**src/hw/rtl/descriptor_free_list_allocator_macros.svh**
```systemverilog
// Assertion helpers shared by the allocator modules.
// Each expects i_clk and i_rst_n in the scope where it is used.
`ifndef DESCRIPTOR_FREE_LIST_ALLOCATOR_MACROS_SVH
`define DESCRIPTOR_FREE_LIST_ALLOCATOR_MACROS_SVH

// same-cycle implication
`define DFLA_ASSERT_IMP(lbl, ante, cons) \
    lbl: assert property (@(posedge i_clk) disable iff (!i_rst_n) (ante) |-> (cons)) \
        else $error("allocator check failed");

// next-cycle implication
`define DFLA_ASSERT_NXT(lbl, ante, cons) \
    lbl: assert property (@(posedge i_clk) disable iff (!i_rst_n) (ante) |=> (cons)) \
        else $error("allocator check failed");

`endif

```
**src/hw/rtl/dfla_pkg.sv**
```systemverilog
package dfla_pkg;

    localparam int MAX_SLOTS   = 1024;
    localparam int FRAME_SLOTS = 3;

    localparam int IDX_W     = $clog2(MAX_SLOTS);
    localparam int CNT_W     = $clog2(MAX_SLOTS + 1);
    localparam int F_W       = (FRAME_SLOTS > 1) ? $clog2(FRAME_SLOTS) : 1;
    localparam int DEF_DEPTH = FRAME_SLOTS * MAX_SLOTS;
    localparam int DEF_AW    = $clog2(DEF_DEPTH);
    localparam int BIT_W     = $clog2(IDX_W + 1);

    // fixed field widths
    localparam int ADDR_W    = 64;
    localparam int CMD_W     = 2;
    localparam int FRM_W     = 2;
    localparam int ST_W      = 3;
    localparam int SLOT_W    = 10;
    localparam int RET_W     = 11;
    localparam int CAP_W     = 11;
    localparam int SIZE_W    = 11;
    localparam int CFG_IDX_W = 3;
    localparam int LIM_W     = CNT_W + SIZE_W;
    localparam int OFF_W     = IDX_W + SIZE_W;

    // register indexes
    localparam logic [CFG_IDX_W-1:0] CFG_CAPACITY  = 3'd0;
    localparam logic [CFG_IDX_W-1:0] CFG_SHADER    = 3'd1;
    localparam logic [CFG_IDX_W-1:0] CFG_SLOT_SIZE = 3'd2;
    localparam logic [CFG_IDX_W-1:0] CFG_PBASE     = 3'd3;
    localparam logic [CFG_IDX_W-1:0] CFG_SBASE     = 3'd4;

    typedef enum logic [CMD_W-1:0] {
        CMD_ALLOC = 2'd0,
        CMD_FREE  = 2'd1,
        CMD_PROC  = 2'd2,
        CMD_INIT  = 2'd3
    } t_cmd;

    typedef enum logic [ST_W-1:0] {
        STS_OK         = 3'd0,
        STS_FULL       = 3'd1,
        STS_BAD_ADDR   = 3'd2,
        STS_NONE_ALLOC = 3'd3,
        STS_NULL       = 3'd4
    } t_status;

    typedef enum logic [3:0] {
        ST_IDLE,
        ST_DISPATCH,
        ST_ALLOC_ADD,
        ST_FREE_CMP,
        ST_FREE_DIV,
        ST_FREE_END,
        ST_PROC_RD,
        ST_PROC_WR,
        ST_PROC_END,
        ST_FINISH
    } t_state;

    typedef struct packed {
        logic    latch;
        logic    alloc_mul;
        logic    alloc_add;
        logic    free_prep;
        logic    div_init;
        logic    div_step;
        logic    free_commit;
        logic    proc_start;
        logic    proc_wr;
        logic    proc_end;
        logic    rebuild;
        logic    res_we;
        t_status res_status;
        logic    out_load;
    } t_dp_cmd;

    typedef struct packed {
        t_cmd cmd;
        logic addr_zero;
        logic cnt_zero;
        logic addr_bad;
        logic alloc_full;
        logic diff_ge_lim;
        logic div_last;
        logic rem_zero;
        logic dlist_full;
        logic proc_done;
        logic out_busy;
    } t_dp_sts;

endpackage

```
**src/hw/rtl/dfla_ctrl.sv**
```systemverilog
`include "descriptor_free_list_allocator_macros.svh"

module dfla_ctrl import dfla_pkg::*; (
    input  logic    i_clk,
    input  logic    i_rst_n,
    input  logic    i_in_valid,
    output logic    o_in_ready,
    input  t_dp_sts i_sts,
    output t_dp_cmd o_cmd
);

    t_state r_state;
    t_state n_state;

    // state register
    always_ff @(posedge i_clk) begin
        if (!i_rst_n) begin
            r_state <= ST_IDLE;
        end else begin
            r_state <= n_state;
        end
    end

    // next state and commands
    always_comb begin
        n_state          = r_state;
        o_cmd            = '0;
        o_cmd.res_status = STS_OK;
        o_in_ready       = 1'b0;
        unique case (r_state)
            ST_IDLE: begin
                o_in_ready = 1'b1;
                if (i_in_valid) begin
                    o_cmd.latch = 1'b1;
                    n_state     = ST_DISPATCH;
                end
            end
            ST_DISPATCH: begin
                unique case (i_sts.cmd)
                    CMD_ALLOC: begin
                        if (i_sts.alloc_full) begin
                            o_cmd.res_we     = 1'b1;
                            o_cmd.res_status = STS_FULL;
                            n_state          = ST_FINISH;
                        end else begin
                            o_cmd.alloc_mul = 1'b1;
                            n_state         = ST_ALLOC_ADD;
                        end
                    end
                    CMD_FREE: begin
                        priority if (i_sts.addr_zero) begin
                            o_cmd.res_we     = 1'b1;
                            o_cmd.res_status = STS_NULL;
                            n_state          = ST_FINISH;
                        end else if (i_sts.cnt_zero) begin
                            o_cmd.res_we     = 1'b1;
                            o_cmd.res_status = STS_NONE_ALLOC;
                            n_state          = ST_FINISH;
                        end else if (i_sts.addr_bad) begin
                            o_cmd.res_we     = 1'b1;
                            o_cmd.res_status = STS_BAD_ADDR;
                            n_state          = ST_FINISH;
                        end else begin
                            o_cmd.free_prep = 1'b1;
                            n_state         = ST_FREE_CMP;
                        end
                    end
                    CMD_PROC: begin
                        o_cmd.proc_start = 1'b1;
                        n_state          = ST_PROC_RD;
                    end
                    CMD_INIT: begin
                        o_cmd.rebuild = 1'b1;
                        n_state       = ST_FINISH;
                    end
                    default: n_state = ST_FINISH;
                endcase
            end
            ST_ALLOC_ADD: begin
                o_cmd.alloc_add = 1'b1;
                n_state         = ST_FINISH;
            end
            ST_FREE_CMP: begin
                if (i_sts.diff_ge_lim) begin
                    o_cmd.res_we     = 1'b1;
                    o_cmd.res_status = STS_BAD_ADDR;
                    n_state          = ST_FINISH;
                end else begin
                    o_cmd.div_init = 1'b1;
                    n_state        = ST_FREE_DIV;
                end
            end
            ST_FREE_DIV: begin
                o_cmd.div_step = 1'b1;
                if (i_sts.div_last) begin
                    n_state = ST_FREE_END;
                end
            end
            ST_FREE_END: begin
                o_cmd.res_we = 1'b1;
                n_state      = ST_FINISH;
                if (!i_sts.rem_zero) begin
                    o_cmd.res_status = STS_BAD_ADDR;
                end else begin
                    o_cmd.free_commit = 1'b1;
                    o_cmd.res_status  = i_sts.dlist_full ? STS_FULL : STS_OK;
                end
            end
            ST_PROC_RD: begin
                n_state = i_sts.proc_done ? ST_PROC_END : ST_PROC_WR;
            end
            ST_PROC_WR: begin
                o_cmd.proc_wr = 1'b1;
                n_state       = ST_PROC_RD;
            end
            ST_PROC_END: begin
                o_cmd.proc_end = 1'b1;
                n_state        = ST_FINISH;
            end
            ST_FINISH: begin
                if (!i_sts.out_busy) begin
                    o_cmd.out_load = 1'b1;
                    n_state        = ST_IDLE;
                end
            end
            default: n_state = ST_IDLE;
        endcase
    end

    `DFLA_ASSERT_NXT(a_accept_dispatch, i_in_valid && o_in_ready, r_state == ST_DISPATCH)
    `DFLA_ASSERT_NXT(a_div_to_end, r_state == ST_FREE_DIV && i_sts.div_last,
                     r_state == ST_FREE_END)
    `DFLA_ASSERT_NXT(a_finish_load, r_state == ST_FINISH && !i_sts.out_busy,
                     r_state == ST_IDLE)

endmodule

```
**config.mk**
```make
export PLATFORM = sky130hd
export DESIGN_NAME = dfla_ctrl
export DESIGN_NICKNAME = d
export VERILOG_FILES = /design/src/hw/rtl/dfla_pkg.sv /design/src/hw/rtl/dfla_ctrl.sv
export VERILOG_INCLUDE_DIRS = /design/src /design/src/hw/rtl
export SDC_FILE = /design/constraint.sdc
export NUM_CORES = 1
export LEC_CHECK = 0
export CORE_AREA = 2 2 39 41
export DETAILED_ROUTE_END_ITERATION = 8
export DIE_AREA = 0 0 41 43
export DONT_BUFFER_PORTS = 1
export GPL_ROUTABILITY_DRIVEN = 0
export PLACE_DENSITY = 0.65
export SLEW_MARGIN = 5
export SYNTH_ARGS = -nofsm -noshare
export SYNTH_HDL_FRONTEND = slang
export SYNTH_SLANG_ARGS = --single-unit
```
**constraint.sdc**
```tcl
create_clock -name i_clk -period 1.5 [get_ports i_clk]
set_input_delay 0.3 -clock i_clk [delete_from_list [all_inputs] [get_ports i_clk]]
set_output_delay 0.3 -clock i_clk [all_outputs]
set_load 0.01 [all_outputs]
```
==> summary.md, run 1 <==
| Metric | Value |
|---|---|
| Proportion of layout cells with a drive suffix above 1 | `61.9%` |
| Power share of the combinational group | `78.9%` |
| Power density over the cells | `around 1400 nW/um^2` |
| Worst setup startpoint | `r_state[1]` |
| Worst-case headroom to the max-slew limit | `80.2%` |
| Max FFs per register | `4` |
| Worst reg2reg endpoint | `r_state[0]` |
| Highest clock frequency the design can meet | `approximately 530 MHz` |
| Failing checks | `setup timing` |
| TritonCTS buffer count | `3` |
| Core Rows | `14` |
| Final Cycle Share | `125%` |
| Antenna violations before repair | `0` |
| Register bank with the most flops | `r_state` |
| Final WS setup | `-0.378 ns` |
| Final Instance Count excl. Fillers | `between 100 and 150` |
| Number of filler cells placed in the layout | `around 100` |
| Reg-to-reg slack, setup | `-0.21 ns` |
| Startpoint of the worst hold path | `i_rst_n` |
| Growth of design area from synthesis to finish | `97.8%` |
| Endpoints failing setup | `18` |
| Area of placed instances | `679 um^2` |
| Hold EP | `r_state[2]` |
| Number of nets in the layout | `approximately 120` |
| Slew Viols, Final | `0` |
| Fraction of power consumed by sequential logic | `a little under an eighth` |
| Synthesized Nets | `90` |
| Initial DRC Count | `11` |
| P_sw | `0.600 mW` |
| Syn. warnings | `0` |
| Via count of the first global-routing pass | `approximately 640` |
| Vias per Instance | `about 5.6` |
| IR Drop Worst-Case VDD | `about 1.1 mV` |
| Maximum number of pins on one net before global-route repair | `14` |
| Instance count after placement with tap cells included | `103` |
| Later-pin clock latency in the skew report | `0.23 ns` |
| Most frequent standard cell in the layout excluding fill and tap cells | `buf_4` |
| Portion of total power attributed to the clock network | `under 10%` |
| Netlist area before placement | `515 um^2` |
| Final hold violation count | `0` |
| Async S/R FF share, synth | `0%` |
| Seq cells post-synth | `4` |
| Worst R2R Path Depth | `6` |
| Global-route wire length before repair | `between 2000 and 3000 um` |
| Number of enable-type register cells in the synthesized netlist | `0` |
| DIE AREA | `approximately 1800 um^2` |
| Required @ worst endpoint | `1.20 ns` |
| Result of the run | `finished, violations left` |
| Setup crit end kind | `output pin` |
| TritonCTS clock tree | `built` |
| Dpl hpwl | `~1100 um` |
| Sinks on the clock net | `4` |
| Die Wd | `between 40 and 50 um` |
| Overall routed net length | `2010 um` |
| Minimum hold slack | `~0.2 ns` |
| DRC errors left | `0` |
| Reported leakage power | `between 0.4 and 0.5 nW` |
| Summed area of non-filler cells in the final layout | `between 1000 and 1500 um^2` |
| Synth Instances | `75` |
| Initial core utilization | `between 30% and 40%` |
| Biggest regs | `r_state: 4 flops` |
| Switching share of total power | `a little over two fifths` |
| Most used DFF post-synth | `dfxtp_1` |
| Actual slew at the worst max-slew pin | `~0.3 ns` |
| Shortest clock period the worst path allows after layout | `~1.9 ns` |
| Type of the tightest min-delay check | `primary input to register` |
| Via count | `approximately 700` |
| Worst setup SP type | `register` |
| Number of nets with antenna violations after routing | `0` |
| Total I/O pin count | `32` |
| Residual overflow from global routing | `0` |
| Register area share after synthesis | `15.5%` |
| Maximum count of clock buffers along a single path | `2` |
| Antenna diode count | `0` |
| I/O Buffers | `0` |
| Type of the setup path with the least slack | `register to output pin` |
| DIE HEIGHT | `approximately 43 um` |
| Max cap viols | `0` |
| Placeable core region | `1380 um^2` |
| Combined area of the multi-input logic cells | `between 500 and 600 um^2` |
| Reg-to-reg startpoint | `r_state[1]` |
| Htree depth | `1` |
| Number of cells traversed by the worst hold path | `1` |
| Global routing usage summed across all routing layers | `22.1%` |
| Highest-count cells in the layout ignoring fill and taps | `22 x buf_4, 11 x buf_6, 8 x nor2b_1, 6 x nor2_1, 4 x nor2_4` |
| Clock transition at the register clock pins on the worst setup and hold paths after CTS | `approximately 0.040 ns` |
| Final clock skew | `0.00241 ns` |
| Final routed wire length divided by cell count | `16.6 um` |
| Overall power after layout | `roughly 1.4 mW` |
| Crit path DAT | `1.58 ns` |
| Detailed-router iteration count before antenna repair | `4` |
| Cell Int Power | `between 0.7 and 0.8 mW` |
| Post-synthesis average cell area | `about 7 um^2` |
| RSZ-0062 raised after global routing | `true` |
| Total area of sequential cells | `about 81 um^2` |
| Hold Buf Count CTS | `0` |
| Number of distinct library cells after synthesis | `37` |
| Top fanout value on the critical path | `4` |
| Root Driver | `clkbuf_4` |
==> final cells by class <==
| type | count | area share [%] |
|---|---|---|
| Clock buffer | 3 | 2.21 |
| Multi-Input combinational cell | 63 | 58.8 |
| Tap cell | 16 | 1.96 |
| Timing Repair Buffer | 33 | 28.3 |
| Inverter | 2 | 0.736 |
| Sequential cell | 4 | 7.98 |
==> per-stage QoR <==
| stage | worst slack (ns) | TNS (ns) | utilization (%) |
|---|---|---|---|
| floorplan | -0.185 | -0.657 | - |
| global placement | -0.169 | -1.24 | 49.1 |
| detailed placement | -0.198 | -1.44 | 49.1 |
| CTS | -0.375 | -3.50 | 64.9 |
| global route | -0.450 | -5.03 | 73.7 |
| finish | -0.378 | -3.89 | 73.7 |
==> Yosys cell counts, drive strengths merged (2+ instances only) <==
| master | number | area share (%) |
|---|---|---|
| nand2 | 6 | 4.4 |
| a21oi | 2 | 1.9 |
| clkbuf | 3 | 2.2 |
| nor2 | 10 | 8.7 |
| nand2b | 2 | 2.4 |
| nor4 | 5 | 6.1 |
| inv | 2 | 1.5 |
| nor3 | 3 | 3.9 |
| and3 | 2 | 2.4 |
| dfxtp | 4 | 16 |
| buf | 3 | 3.6 |
| nor2b | 9 | 11 |
| o21ai | 4 | 4.6 |
| a211oi | 2 | 2.9 |
==> repair_timing <==
action,in CTS,in global routing
pin swaps,9,9
endpoints found under the setup margin,16,21
gates cloned,0,0
endpoints found under the hold margin,0,0
gates resized for setup,26,24
setup buffers,11,5
==> critical path, cell delays in order, from the launching register on <==
cell	delay (ns)
dfxtp_2	0.31
or4b_4	0.57
nor2_4	0.13
buf_4	0.12
a22o_1	0.21
==> power groups by stage <==
stage | logic, mW | clock network (mW) | registers (mW)
2_1_floorplan | 0.474 | 0 | 0.162
3_3_place_gp | 0.669 | 0 | 0.155
3_5_place_dp | 0.677 | 0 | 0.156
4_1_cts | 0.951 | 0.137 | 0.159
5_1_grt | 1.18 | 0.149 | 0.163
6_report | 1.10 | 0.136 | 0.159
==> metal layers <==
layer / global-route usage, % / part of all wire (%) / vias to the layer above
met4: 4.00 / 0.45 / 0
met2: 38.1 / 56 / 27
met3: 8.90 / 7.6 / 2
met1: 24.1 / 36 / 316
li1: - / - / 337
met5: 0 / 0 / -
==> cells by family (layout without fill, tap and decap cells) <==
group                  Yosys count  in the layout  share of synthesized area (%)
buffers and inverters            8             38                           7.28
and+or+nand+nor                 44             44                           49.3
AOI/OAI and AO/OA               19             19                           27.9
DFF                              4              4                           15.5
==> worst max-delay path by stage <==
stage	end	slack, ns
final	o_cmd[1]	-0.38
after global routing	o_cmd[2]	-0.45
after CTS	o_cmd[2]	-0.38
after detailed placement	o_cmd[2]	-0.20
after global placement	o_cmd[2]	-0.17
after floorplan	o_cmd[2]	-0.18
No activity file was read; power rests on OpenSTA's default activity.
==> inputs of run 2 (changes only) <==
--- a/config.mk
+++ b/config.mk
@@ -6,7 +6,9 @@
 export SDC_FILE = /design/constraint.sdc
 export NUM_CORES = 1
 export LEC_CHECK = 0
+export CAP_MARGIN = 20
 export CORE_AREA = 2 2 39 41
+export CTS_BUF_LIST = sky130_fd_sc_hd__clkbuf_8 sky130_fd_sc_hd__clkbuf_16
 export DETAILED_ROUTE_END_ITERATION = 8
 export DIE_AREA = 0 0 41 43
 export DONT_BUFFER_PORTS = 1
==> run 2 against run 1 <==
Against the previous run:
- the flow still finishes with violations (setup timing)
- wire length down 8.2%
- die area unchanged
- fmax up 2.1%
- final area up 1.2%
- global-route usage down 0.70 points
- sequential power about the same
- final cell count unchanged
- clock power up 61%
- sequential cell count unchanged
==> summary.md, run 2 (synthesis gave the netlist of run 1 again) <==
| Metric | Value |
|---|---|
| P_sw | `just under 0.6 mW` |
| Overall power after layout | `roughly 1.5 mW` |
| Hold EP | `r_state[3]` |
| RSZ-0062 raised after global routing | `true` |
| Later-pin clock latency in the skew report | `about 0.21 ns` |
| IR Drop Worst-Case VDD | `between 1 and 1.5 mV` |
| Via count of the first global-routing pass | `around 630` |
| Final Cycle Share | `123%` |
| Maximum number of pins on one net before global-route repair | `14` |
| DIE HEIGHT | `roughly 43 um` |
| Power density over the cells | `between 1000 and 1500 nW/um^2` |
| I/O Buffers | `0` |
| Worst reg2reg endpoint | `r_state[0]` |
| Maximum count of clock buffers along a single path | `2` |
| Type of the tightest min-delay check | `primary input to register` |
| Global routing usage summed across all routing layers | `21.4%` |
| Final clock skew | `about 0.00077 ns` |
| Endpoints failing setup | `18` |
| Highest-count cells in the layout ignoring fill and taps | `22 x buf_4, 11 x buf_6, 8 x nor2b_1, 6 x nor2_1, 4 x nor2_4` |
| Number of cells traversed by the worst hold path | `1` |
| Sinks on the clock net | `4` |
| Worst-case headroom to the max-slew limit | `between 80% and 90%` |
| Final WS setup | `-0.341 ns` |
| Initial core utilization | `between 30% and 40%` |
| Reg-to-reg startpoint | `r_state[1]` |
| Type of the setup path with the least slack | `register to output pin` |
| Number of nets with antenna violations after routing | `0` |
| Proportion of layout cells with a drive suffix above 1 | `61.0%` |
| Placeable core region | `about 1400 um^2` |
| Actual slew at the worst max-slew pin | `0.287 ns` |
| Root Driver | `clkbuf_8` |
| Reported leakage power | `between 0.4 and 0.5 nW` |
| Portion of total power attributed to the clock network | `between 10% and 20%` |
| DIE AREA | `~1800 um^2` |
| Max FFs per register | `4` |
| Startpoint of the worst hold path | `i_rst_n` |
| Via count | `between 600 and 700` |
| Final hold violation count | `0` |
| Final routed wire length divided by cell count | `approximately 15 um` |
| Vias per Instance | `between 5 and 6` |
| Top fanout value on the critical path | `4` |
| Switching share of total power | `around 41%` |
| Number of nets in the layout | `between 100 and 150` |
| Most frequent standard cell in the layout excluding fill and tap cells | `buf_4` |
| Power share of the combinational group | `74.2%` |
| Setup total negative slack | `-3.38 ns` |
| Highest clock frequency the design can meet | `approximately 540 MHz` |
| Growth of design area from synthesis to finish | `100%` |
| Worst setup SP type | `register` |
| Core Rows | `14` |
| Total I/O pin count | `32` |
| Register bank with the most flops | `r_state` |
| Residual overflow from global routing | `0` |
| Failing checks | `setup timing` |
| Overall routed net length | `1850 um` |
| Detailed-router iteration count before antenna repair | `4` |
| Clock transition at the register clock pins on the worst setup and hold paths after CTS | `approximately 0.030 ns` |
| Slew Viols, Final | `0` |
| Result of the run | `finished, violations left` |
| Global-route wire length before repair | `between 2000 and 3000 um` |
| Initial DRC Count | `12` |
| Biggest regs | `r_state: 4 flops` |
| DRC errors left | `0` |
| Antenna violations before repair | `0` |
| Dpl hpwl | `1150 um` |
| Setup crit end kind | `output pin` |
| Crit path DAT | `around 1.5 ns` |
| Antenna diode count | `0` |
| TritonCTS buffer count | `3` |
| Minimum hold slack | `between 0.2 and 0.25 ns` |
| Reg-to-reg slack, setup | `-0.20 ns` |
| Htree depth | `1` |
| Die Wd | `between 40 and 50 um` |
| Required @ worst endpoint | `between 1 and 1.5 ns` |
| Cell Int Power | `0.869 mW` |
| Max cap viols | `0` |
| Worst R2R Path Depth | `6` |
| TritonCTS clock tree | `built` |
| Shortest clock period the worst path allows after layout | `1.84 ns` |
| Fraction of power consumed by sequential logic | `a little over a tenth` |
run 2: cell count changes in the layout (fill, tap and decap cells not counted):
cell	before	now
clkbuf_4	3	0
clkbuf_8	0	3
o22ai_1	0	1
o22ai_2	1	0
run 2: layer usage:
layer / GRT usage [%] / vias up / part of all wire [%]
met5: 0 / - / 0
met4: 2.00 / 0 / 0
met3: 8.90 / 0 / 8.5
met2: 35.9 / 25 / 53
met1: 25.1 / 322 / 38
li1: - / 335 / -
run 2: power by group through the flow:
stage	logic, mW	clock network, mW	registers, mW
2_1_floorplan	0.474	0	0.162
3_3_place_gp	0.669	0	0.155
3_5_place_dp	0.677	0	0.156
4_1_cts	0.951	0.223	0.159
5_1_grt	1.16	0.241	0.162
6_report	1.09	0.219	0.158
run 2: how the worst max path moves through the flow:
stage,cells past startpoint,startpoint,to
4_1_cts,4,r_state[1],o_cmd[2]
3_5_place_dp,4,r_state[1],o_cmd[2]
6_report,4,r_state[1],o_cmd[2]
5_1_grt,4,r_state[1],o_cmd[2]
3_3_place_gp,4,r_state[1],o_cmd[2]
2_1_floorplan,5,r_state[1],o_cmd[2]
run 2: cell type report:
type | count | area [um^2]
Multi-Input combinational cell | 63 | 593
Fill cell | 104 | 352
Timing Repair Buffer | 33 | 289
Sequential cell | 4 | 81.3
Clock buffer | 3 | 41.3
Tap cell | 16 | 20.0
Inverter | 2 | 7.51
run 2: through the flow:
stage	cells	area, um^2	setup slack (ns)	utilization, %
floorplan	75	558	-0.185	-
global placement	103	679	-0.169	49.1
detailed placement	103	679	-0.198	49.1
CTS	117	917	-0.347	66.3
global route	121	1030	-0.420	74.6
finish	121	1030	-0.341	74.6
run 2: worst max-delay path: stages (launching register included):
cell	delay, ns
dfxtp_2	0.31
or4b_4	0.57
nor2_4	0.13
nand2_2	0.10
o31ai_4	0.22
run 2: repair_timing:
item	in CTS	in global routing
resized for setup	26	23
cloned	0	0
endpoints found under the setup margin	16	20
hold buffers	0	0
buffers inserted	11	5
pin swaps	7	9
==> inputs of run 3 (changes only) <==
--- a/config.mk
+++ b/config.mk
@@ -6,14 +6,14 @@
 export SDC_FILE = /design/constraint.sdc
 export NUM_CORES = 1
 export LEC_CHECK = 0
+export ABC_AREA = 1
 export CAP_MARGIN = 20
-export CORE_AREA = 2 2 39 41
-export CTS_BUF_LIST = sky130_fd_sc_hd__clkbuf_8 sky130_fd_sc_hd__clkbuf_16
+export CORE_MARGIN = 2
+export CORE_UTILIZATION = 40
 export DETAILED_ROUTE_END_ITERATION = 8
-export DIE_AREA = 0 0 41 43
 export DONT_BUFFER_PORTS = 1
 export GPL_ROUTABILITY_DRIVEN = 0
-export PLACE_DENSITY = 0.65
+export PLACE_DENSITY = 0.66
 export SLEW_MARGIN = 5
 export SYNTH_ARGS = -nofsm -noshare
 export SYNTH_HDL_FRONTEND = slang
==> run 3 against run 2 <==
Against the previous run:
- the flow now finishes without violations
- non-clock buffer count down 19
- global-route usage up 0.38 points
- wire length down 15%
- clock power down 41%
- count of clock-buffer cells in the layout unchanged
- critical endpoint unchanged
- highest routed layer is now met4
==> summary.md, run 3 <==
| Metric | Value |
|---|---|
| Result of the run | `complete, no violations` |
| Number of nets in the layout | `130` |
| Final routed wire length divided by cell count | `around 12 um` |
| Max cap viols | `0` |
| Global routing usage summed across all routing layers | `between 20% and 30%` |
| Power density over the cells | `1360 nW/um^2` |
| Residual overflow from global routing | `0` |
| Most used DFF post-synth | `dfxtp_1` |
| Setup crit end kind | `output pin` |
| Cell taking the most area after synthesis | `inv_1` |
| Shortest clock period the worst path allows after layout | `around 1.5 ns` |
| Via count | `about 670` |
| Maximum count of clock buffers along a single path | `2` |
| Reg-to-reg slack, setup | `between 0.2 and 0.25 ns` |
| Synth Instances | `between 90 and 100` |
| Number of distinct library cells after synthesis | `21` |
| Reg-to-reg startpoint | `r_state[0]` |
| Summed area of non-filler cells in the final layout | `between 700 and 800 um^2` |
| Clock transition at the register clock pins on the worst setup and hold paths after CTS | `~0.03 ns` |
| Final Cycle Share | `99.4%` |
| Initial core utilization | `between 40% and 50%` |
| Total I/O pin count | `32` |
| Max FFs per register | `4` |
| Post-synthesis average cell area | `5.46 um^2` |
| Register bank with the most flops | `r_state` |
| Type of the tightest min-delay check | `primary input to register` |
| Placeable core region | `roughly 1300 um^2` |
| Maximum single-stage delay on the critical path | `approximately 0.36 ns` |
| Dpl hpwl | `around 1100 um` |
| I/O Buffers | `0` |
| Reported leakage power | `a little over 0.4 nW` |
| Share of the synthesized area in the top cell type | `about 16%` |
| Final cell utilization of the core | `just under 60%` |
| Number of buffers and inverters on the critical path | `1` |
| List of most frequent post-synthesis cells | `22 x inv_1, 19 x nand2_1, 13 x nor2_1, 8 x nand3_1, 4 x dfxtp_1` |
| Highest-count cells in the layout ignoring fill and taps | `19 x nand2_1, 19 x inv_1, 14 x buf_4, 10 x nor2_1, 6 x nand3_1` |
| RSZ-0062 raised after global routing | `true` |
| Antenna violations before repair | `0` |
| Initial DRC Count | `10` |
| DIE AREA | `1620 um^2` |
| IR Drop Worst-Case VDD | `between 0.9 and 1 mV` |
| Worst-case headroom to the max-slew limit | `76.6%` |
| Netlist area before placement | `between 500 and 600 um^2` |
| Root Driver | `clkbuf_4` |
| Register area share after synthesis | `15.3%` |
| Sinks on the clock net | `4` |
| Detailed-router iteration count before antenna repair | `4` |
| Number of enable-type register cells in the synthesized netlist | `0` |
| Global-route wire length before repair | `approximately 2400 um` |
| Vias per Instance | `about 5.2` |
| Core Rows | `13` |
| Worst setup startpoint | `r_state[3]` |
| Startpoint of the worst hold path | `i_rst_n` |
| Number of nets with antenna violations after routing | `0` |
| Syn. warnings | `0` |
| Htree depth | `1` |
| Later-pin clock latency in the skew report | `approximately 0.23 ns` |
| Seq cells post-synth | `4` |
| Critical-path top delay cell | `dfxtp_4` |
| Final hold violation count | `0` |
| Top fanout value on the critical path | `4` |
| Worst setup SP type | `register` |
| Async S/R FF share, synth | `0%` |
| Synthesized Nets | `between 100 and 150` |
| TritonCTS clock tree | `built` |
| Area of placed instances | `about 580 um^2` |
| Final clock skew | `0.00419 ns` |
| Delay-heaviest family, CP | `flip-flops` |
| DIE HEIGHT | `between 40 and 50 um` |
| Hold Buf Count CTS | `0` |
| DRC errors left | `0` |
| Required @ worst endpoint | `approximately 1.2 ns` |
| Proportion of layout cells with a drive suffix above 1 | `approximately two fifths` |
| Die Wd | `between 40 and 50 um` |
| TritonCTS buffer count | `3` |
| Biggest regs | `r_state: 4 flops` |
| Slew Viols, Final | `0` |
| Type of the setup path with the least slack | `register to output pin` |
| Ordered cell list for the critical path | `nor2_4 -> buf_4 -> nand3_2 -> o211ai_1` |
| Via count of the first global-routing pass | `~600` |
| Crit path DAT | `1.19 ns` |
| Maximum number of pins on one net before global-route repair | `8` |
| Most area-consuming cells after synthesis | `inv_1 16%, dfxtp_1 15%, nand2_1 14%` |
| Top-count cell post-synth | `inv_1` |
| Highest clock frequency the design can meet | `between 600 and 700 MHz` |
| Actual slew at the worst max-slew pin | `approximately 0.35 ns` |
| Endpoints failing setup | `0` |
| Overall routed net length | `~1600 um` |
| Antenna diode count | `0` |
| Growth of design area from synthesis to finish | `41.5%` |
==> run 3: cell count changes in the layout (fill, tap and decap cells not counted), sizes merged, moves of 2 or more <==
cell | before | now
nand4 | 0 | 3
nand3 | 1 | 9
nand2b | 2 | 0
nor4 | 5 | 3
nand2 | 6 | 21
a21oi | 2 | 4
nor2 | 10 | 19
nor2b | 9 | 0
a211oi | 2 | 0
and3 | 2 | 0
buf | 33 | 14
inv | 2 | 24
==> run 3: metal layers <==
layer	wire, um	global-route usage (%)	vias up
met5	0	0	-
met4	17	2.50	0
met3	141	7.78	2
met2	775	37.9	27
met1	631	26.2	302
li1	-	-	337
==> run 3: through the flow <==
step                      setup WS [ns]  cells  hold WS, ns  setup TNS, ns  power (mW)
after CTS                       0.00418    126        0.165              0       0.949
after detailed placement          0.108    116        0.405              0       0.661
after global placement            0.157    116        0.406              0       0.650
final                           0.00898    128        0.168              0        1.01
after floorplan                   0.186     96        0.398              0       0.554
after global routing            -0.0602    128        0.176         -0.393        1.10
==> run 3: what timing repair did <==
action	in CTS	in global routing
endpoints found under the setup margin	9	13
resized for setup	11	11
pin swaps	3	5
buffers inserted	7	2
==> run 3: worst register-to-register path: stages, from the launching register on <==
cell and delay, ns:
dfxtp_2 0.32, buf_4 0.14, nand2_1 0.13, clkinv_1 0.09, nand3_2 0.09, nand2_1 0.07, nor2_1 0.13, nand2_1 0.06
nand2_1 0.07, a21oi_2 0.05
==> run 3: worst paths after layout <==
check | cells past startpoint | endpoint
worst max register to register | 9 | r_state[0]
worst min-delay path | 2 | r_state[3]
worst min register to register | 3 | r_state[0]
worst max-delay path | 4 | o_cmd[2]
==> run 3: cells by family after synthesis <==
logic type      count (synthesis)  share of synthesized area, %
flops                           4                          15.3
simple gates                   58                          56.8
compound gates                  9                          10.0
buf+inv                        25                          17.9
==> run 3: area by class of cell <==
type / instances / area [um^2]
fill: 132 / 527
multi-input combinational: 67 / 414
clock buffer: 3 / 22.5
timing repair buffer: 14 / 105
inverter: 25 / 93.8
tap: 15 / 18.8
sequential: 4 / 87.6
==> run 3: power breakdown <==
part	internal, mW	switching [mW]
registers	0.147	0.0465
logic	0.271	0.414
clock network	0.0893	0.0409
